### config.mk
export PLATFORM = sky130hd
export DESIGN_NAME = msspi_probe
export DESIGN_NICKNAME = d
export VERILOG_FILES = /design/src/msspi_pkg.sv /design/src/msspi_probe.sv
export SDC_FILE = /design/constraint.sdc
export NUM_CORES = 2
export LEC_CHECK = 0
export ABC_AREA = 1
export ABC_CLOCK_PERIOD_IN_PS = 6170
export BUFFER_PORTS_ARGS = -buffer_cell sky130_fd_sc_hd__buf_2
export CORE_MARGIN = 2
export CORE_UTILIZATION = 51
export DETAILED_ROUTE_END_ITERATION = 10
export PLACE_DENSITY = 0.68
export SYNTH_ARGS = -nofsm -noshare
export SYNTH_HDL_FRONTEND = slang
export SYNTH_SLANG_ARGS = --single-unit
### constraint.sdc
create_clock -name clk -period 6.17 [get_ports clk]
set_clock_uncertainty 0.15 [all_clocks]
set_input_delay 0.9255 -clock clk [delete_from_list [all_inputs] [get_ports clk]]
set_output_delay 0.9255 -clock clk [all_outputs]
set_load 0.05 [all_outputs]
### src/msspi_pkg.sv
`timescale 1ns / 1ps
// ----------------------------------------------------------------------------
// msspi_pkg: shared types and constants
// Sequencer states, status codes, register indexes and probe-unit handshake.
// ----------------------------------------------------------------------------
package msspi_pkg;

	localparam int SEP_W = 34;
	localparam int CNT_W = 13;
	localparam int IN_W  = 16;

	typedef enum logic [1:0] {
		STATUS_OK    = 2'd0,
		STATUS_CLOSE = 2'd1,
		STATUS_FULL  = 2'd2
	} status_t;

	typedef enum logic {
		REG_MIN_SEP = 1'b0,
		REG_TARGET  = 1'b1
	} reg_idx_t;

	typedef enum logic [3:0] {
		ST_IDLE,
		ST_RD_FIRST,
		ST_CHK_FIRST,
		ST_RD_LAST,
		ST_CHK_LAST,
		ST_RD_MID,
		ST_CHK_MID,
		ST_DN_RD,
		ST_DN_WAIT,
		ST_UP_RD,
		ST_UP_WAIT,
		ST_SH_RD,
		ST_SH_WR,
		ST_INS,
		ST_OUT
	} seq_state_t;

	// verdict of the shared distance unit
	typedef struct packed {
		logic valid;
		logic close;
		logic stop;
	} probe_res_t;

endpackage

### src/msspi_probe.sv
`timescale 1ns / 1ps
// ----------------------------------------------------------------------------
// msspi_probe: shared distance unit
// Squares the three coordinate differences, registers, then sums and compares.
// ----------------------------------------------------------------------------
module msspi_probe
	import msspi_pkg::*;
#(
	parameter int COORD_BITS = 16
) (
	input  logic                  clk,
	input  logic                  arst_n,
	input  logic                  start,
	input  logic [COORD_BITS-1:0] cx,
	input  logic [COORD_BITS-1:0] cy,
	input  logic [COORD_BITS-1:0] cz,
	input  logic [COORD_BITS-1:0] px,
	input  logic [COORD_BITS-1:0] py,
	input  logic [COORD_BITS-1:0] pz,
	input  logic [SEP_W-1:0]      min_sep_sq,
	output probe_res_t            res
);

	localparam int SQ_W = 2 * COORD_BITS;

	logic [COORD_BITS-1:0] dx, dy, dz;
	logic [SQ_W-1:0]       sx_s1, sy_s1, sz_s1;
	logic                  vld_s1;
	logic [SQ_W+1:0]       sum_sq;
	logic [SEP_W:0]        lim2;

	// absolute differences
	assign dx = (cx >= px) ? cx - px : px - cx;
	assign dy = (cy >= py) ? cy - py : py - cy;
	assign dz = (cz >= pz) ? cz - pz : pz - cz;

	// squares, registered
	always_ff @(posedge clk or negedge arst_n) begin
		if (!arst_n) begin
			vld_s1 <= 1'b0;
		end else begin
			vld_s1 <= start;
		end
	end

	always_ff @(posedge clk) begin
		sx_s1 <= SQ_W'(dx) * SQ_W'(dx);
		sy_s1 <= SQ_W'(dy) * SQ_W'(dy);
		sz_s1 <= SQ_W'(dz) * SQ_W'(dz);
	end

	// sum and compare
	assign sum_sq = (SQ_W+2)'(sx_s1) + (SQ_W+2)'(sy_s1) + (SQ_W+2)'(sz_s1);
	assign lim2   = {min_sep_sq, 1'b0};

	always_comb begin
		res.valid = vld_s1;
		res.close = (SEP_W+SQ_W+2)'(sum_sq) <= (SEP_W+SQ_W+2)'(min_sep_sq);
		res.stop  = (SEP_W+SQ_W+2)'(sz_s1) > (SEP_W+SQ_W+2)'(lim2);
	end

endmodule

== Yosys cells after proc, flatten, opt, wreduce, memory -nomap -nowiden ==
Index checks and enable logic that the tools add are counted.
Cells by class
  mux-type cells: 3
  eq/ne operators: 0
  $lt $le $gt $ge: 5
  reductions and logical operators: 0
  bitwise operators: 0
  shift operators: 0
  divide/modulo/power cells: 0
  add/sub/neg operators: 8
  multipliers: 3
Operators by type and width (number)
  multiplier 16 x 16 -> 32 bit: 3
  subtractor 16 bit: 6
  greater-or-equal comparator 16 bit: 3
  two-way mux 16 bit: 3
  greater-than comparator 32 x 35 -> 1 bit: 1
  adder 33 x 32 -> 34 bit: 1
  <= comparator 34 bit: 1
  adder 32 x 32 -> 33 bit: 1
Storage, ports and cells
  memory bits (writable): 0
  bits of input ports: 133
  ROM bits: 0
  output and inout port bits: 3
  logic and storage cells: 23
  memories kept: 0
  latch bits: 0
  bits in registers: 97

== Depth between registers and ports, before layout ==
  depth after elaboration: 3
  mapped depth: 41
  depth with buffers taken out: 39

== Worst setup path after synthesis ==
No wires, ideal clock.
  path kind: input -> register
  start point: in cy[0]
  end point: reg sy_s1[28]
  slack: -1.329 ns
  setup time: 0.072 ns
  arrival: 7.277 ns
  required time: 5.948 ns
  cell stages on the path: 36
  cells stage by stage: inv_1 > ha_1 > fa_1 > inv_1 > nand3_1 > nand2_1 > nand2_1 > nand3_1 > nand2_2 > nand2_4 > nand2_2 > o21ai_4 > xor2_4 > nor2_2 > fa_1 > inv_1 > fa_1 > inv_1 > fa_1 > inv_1 > fa_1 > inv_1 > fa_1 > inv_1 > fa_1 > inv_1 > ha_1 > nand2_1 > nor2_1 > nand3_1 > nand3_1 > nand2_1 > o21ai_0 > nand2_1 > nand2_1 > xor2_1
Between the ends
  word-level cells in the longest chain between the ends: 3
  elaborated cells between the ends (all ways): 5
Ends and longest elaborated chain
  start, declared: line msspi_probe.sv:15  | input logic [COORD_BITS-1:0] cy,
  subtractor 16 bit or greater-or-equal comparator 16 bit (tied branches): line msspi_probe.sv:34  | assign dy = (cy >= py) ? cy - py : py - cy;
  two-way mux 16 bit *: line msspi_probe.sv:34
  multiplier 16 x 16 -> 32 bit *: line msspi_probe.sv:48  | sy_s1 <= SQ_W'(dy) * SQ_W'(dy);
  end signal, assigned: line msspi_probe.sv:48
  end, declared: line msspi_probe.sv:27  | logic [SQ_W-1:0] sx_s1, sy_s1, sz_s1;
Mark *: on every way between the ends. The rest lies on a longest branch, timed or not.

== Worst setup path after layout ==
  start point: in cz[0]
  end point: reg sz_s1[30]
Between the ends
  word-level cells in the longest chain between the ends: 3
  elaborated cells between the ends (all ways): 5
Ends and longest elaborated chain
  start, declared: line msspi_probe.sv:16  | input logic [COORD_BITS-1:0] cz,
  subtractor 16 bit or greater-or-equal comparator 16 bit (tied branches): line msspi_probe.sv:35  | assign dz = (cz >= pz) ? cz - pz : pz - cz;
  two-way mux 16 bit *: line msspi_probe.sv:35
  multiplier 16 x 16 -> 32 bit *: line msspi_probe.sv:49  | sz_s1 <= SQ_W'(dz) * SQ_W'(dz);
  end signal, assigned: line msspi_probe.sv:49
  end, declared: line msspi_probe.sv:27
Marked as above.

==> results.json <==
{
  "start_util_pct": 51.33,
  "synthDistinctLibCells": 47,
  "layout.nets": 6695,
  "grt_overflow": 0,
  "drt_iter0_drc": 2426,
  "vias_per_cell": 5.228,
  "cts_tree": "yes",
  "synth-edff-count": 0,
  "grt_usage_pct": 30.10,
  "synthCells": 4467,
  "clockRootBuffer": "clkbuf_16",
  "synth_top_family_by_area": "adder cells",
  "hold_class": "in2async",
  "io_pins": 136,
  "cts.sinks": 94,
  "instances_no_fill": 6424,
  "critPathMaxFanout": 6,
  "dp.cells": 6184,
  "syn_avg_cell_area_um2": 7.542,
  "core_area_um2": 65630,
  "post-route-period-util_pct": 119.1,
  "h-tree-depth": 3,
  "clock_path_buffers": 2,
  "synth_fa_ha_area_share_pct": 49.06,
  "rsz0062_at_grt": "yes",
  "gp_congestion": 1.014,
  "end_kind": "register",
  "area_growth_syn_to_layout_pct": 45.88,
  "cp.required_ps": 6270,
  "synth_compound_area_share_pct": 7.383,
  "cap_violations": 0,
  "vias": 33580,
  "worst_path_largest_cell_delay_ps": 580,
  "die_area_um2": 68130,
  "synth_top_cells_by_count": "inv_1, nand2_1, fa_1",
  "antenna_found_initial": 2,
  "drt-wirelength-per-cell_um": 17.35,
  "synth_top_flop_cell": "dfxtp_1",
  "synth.most_common_cell": "inv_1",
  "max_freq_mhz": 136.1,
  "finalHoldViolations": 0,
  "status": "finished, violations left",
  "antenna_left": 0,
  "hpwl_um": 84830,
  "finalCriticalPeriod_ps": 7347,
  "die-width_um": 261.0,
  "first_pass_iters": 6,
  "path_clk_slew_ps": 70,
  "synth_top_cell_area_share_pct": 31.20,
  "violations": "negative setup slack",
  "fin_ws_ps": -1177,
  "ctsHoldBuffers": 0,
  "crit_top_cell": "fa_1",
  "grt_max_degree": 18,
  "routed_wl_um": 111400,
  "slew_headroom_pct": 44.99,
  "arrival_ps": 7450,
  "synthArstFlopShare_pct": 1.064,
  "yosysSeqAreaShare_pct": 5.601,
  "ys_seq_elements": 94,
  "syn-cell-area_um2": 33690,
  "startpoint_type": "primary input",
  "grt_pass1_vias": 33680,
  "numPortBuffers": 135,
  "finalMaxSlewViolations": 0,
  "whs_ps": 185.6,
  "tightestPinTransition_ps": 817.6,
  "synthTopCellsByArea": "fa_1, ha_1, inv_1",
  "num_rows": 94,
  "cts_buffers": 9,
  "synth_mux_area_share_pct": 0,
  "drive_gt1_share_pct": 39.57,
  "synth-simple-area-share_pct": 19.70,
  "cpMaxStageDelayCell": "fa_1",
  "worstSetupPathType": "in2reg",
  "drcViolationCount": 0,
  "grt_pass1_wl_um": 164700,
  "synth_largest_area_cell": "fa_1",
  "fp.dieH_um": 261.0,
  "synth_xor_area_share_pct": 4.899,
  "yosys_warnings": 0,
  "num_antenna_cells": 0,
  "setup_viol": 73
}
[routing by layer]
metal	track usage [%]	part of all wire (%)
met1	40.91	41
met2	52.25	49
met3	2.904	5.9
met4	6.439	3.5
met5	0	0
[cells by family (layout without fill, tap and decap cells)]
kind of cell	after synthesis	after routing
AND/OR/NAND/NOR	1589	1589
XOR/XNOR	182	182
AO/OA/AOI/OAI	444	444
buffers and inverters	1150	2242
flip-flops	94	94
adder cells (fa/ha/maj)	1006	1006
other	2	3
[how the worst max path moves through the flow]
stage | start | end | slack [ps] | depth (start not counted)
finish | cz[0] | sz_s1[30] | -1180 | 35
floorplan | cz[0] | sz_s1[27] | -880 | 32
global placement | cz[0] | sz_s1[24] | -1500 | 31
global route | cz[0] | sz_s1[30] | -1360 | 33
detailed placement | cz[0] | sz_s1[24] | -1580 | 31
CTS | cz[0] | sz_s1[24] | -900 | 35
[state kept, by name (all words and copies together) (netlist names)]
register	flops
sy_s1	31
vld_s1	1
sx_s1	31
sz_s1	31
[final cells by class]
type	instances	area [um^2]
repair buffers	1120	8972
clock inverters	5	36.28
fillers	4450	16480
clock buffers	10	239.0
well taps	864	1081
repair inverters	1	11.26
multi-input cells	3224	32570
flip-flops and latches	94	1887
inverters	1106	4349
[cells in the final DEF, fill, tap and decap left out, drive strengths merged, types with 7 or more instances in the layout]
| master | instances |
|---|---|
| xnor2 | 51 |
| dfxtp | 93 |
| nand3 | 150 |
| o21a | 7 |
| o21ai | 112 |
| inv | 1101 |
| nand4 | 28 |
| clkinv | 8 |
| nand2 | 934 |
| nor4 | 11 |
| a21o | 14 |
| clkbuf | 10 |
| a31oi | 14 |
| o21bai | 28 |
| fa | 525 |
| nor3 | 40 |
| xor2 | 131 |
| buf | 1120 |
| nand3b | 9 |
| ha | 481 |
| nor2 | 412 |
| a21oi | 250 |
[stage by stage]
| step | utilization (%) | setup TNS (ps) | area, um^2 | setup WS (ps) |
|---|---|---|---|---|
| floorplan | - | -44530 | 34590 | -875.7 |
| detailed placement | 63.74 | -94340 | 41830 | -1575 |
| global placement | 63.74 | -87670 | 41830 | -1505 |
| CTS | 70.59 | -50630 | 46330 | -899.4 |
| global route | 74.88 | -76970 | 49140 | -1363 |
| finish | 74.88 | -63890 | 49140 | -1177 |
[critical path: cells and delay by family]
family / cells / cell delay, ps
AO/OA/AOI/OAI: 3 / 490
XOR/XNOR: 2 / 330
adder cells (fa/ha/maj): 9 / 3790
buffers and inverters: 8 / 590
AND/OR/NAND/NOR: 13 / 1280
[timing repair]
action / 4_1_cts / 5_1_grt
pin swaps: 400 / 325
gates cloned: 4 / 0
setup endpoints to repair: 75 / 77
hold endpoints to repair: 0 / 0
resized for setup: 753 / 565
buffers inserted: 158 / 95
Power is not shown: default switching activity piles up to over one toggle a cycle in this logic, so the estimate is an artifact.
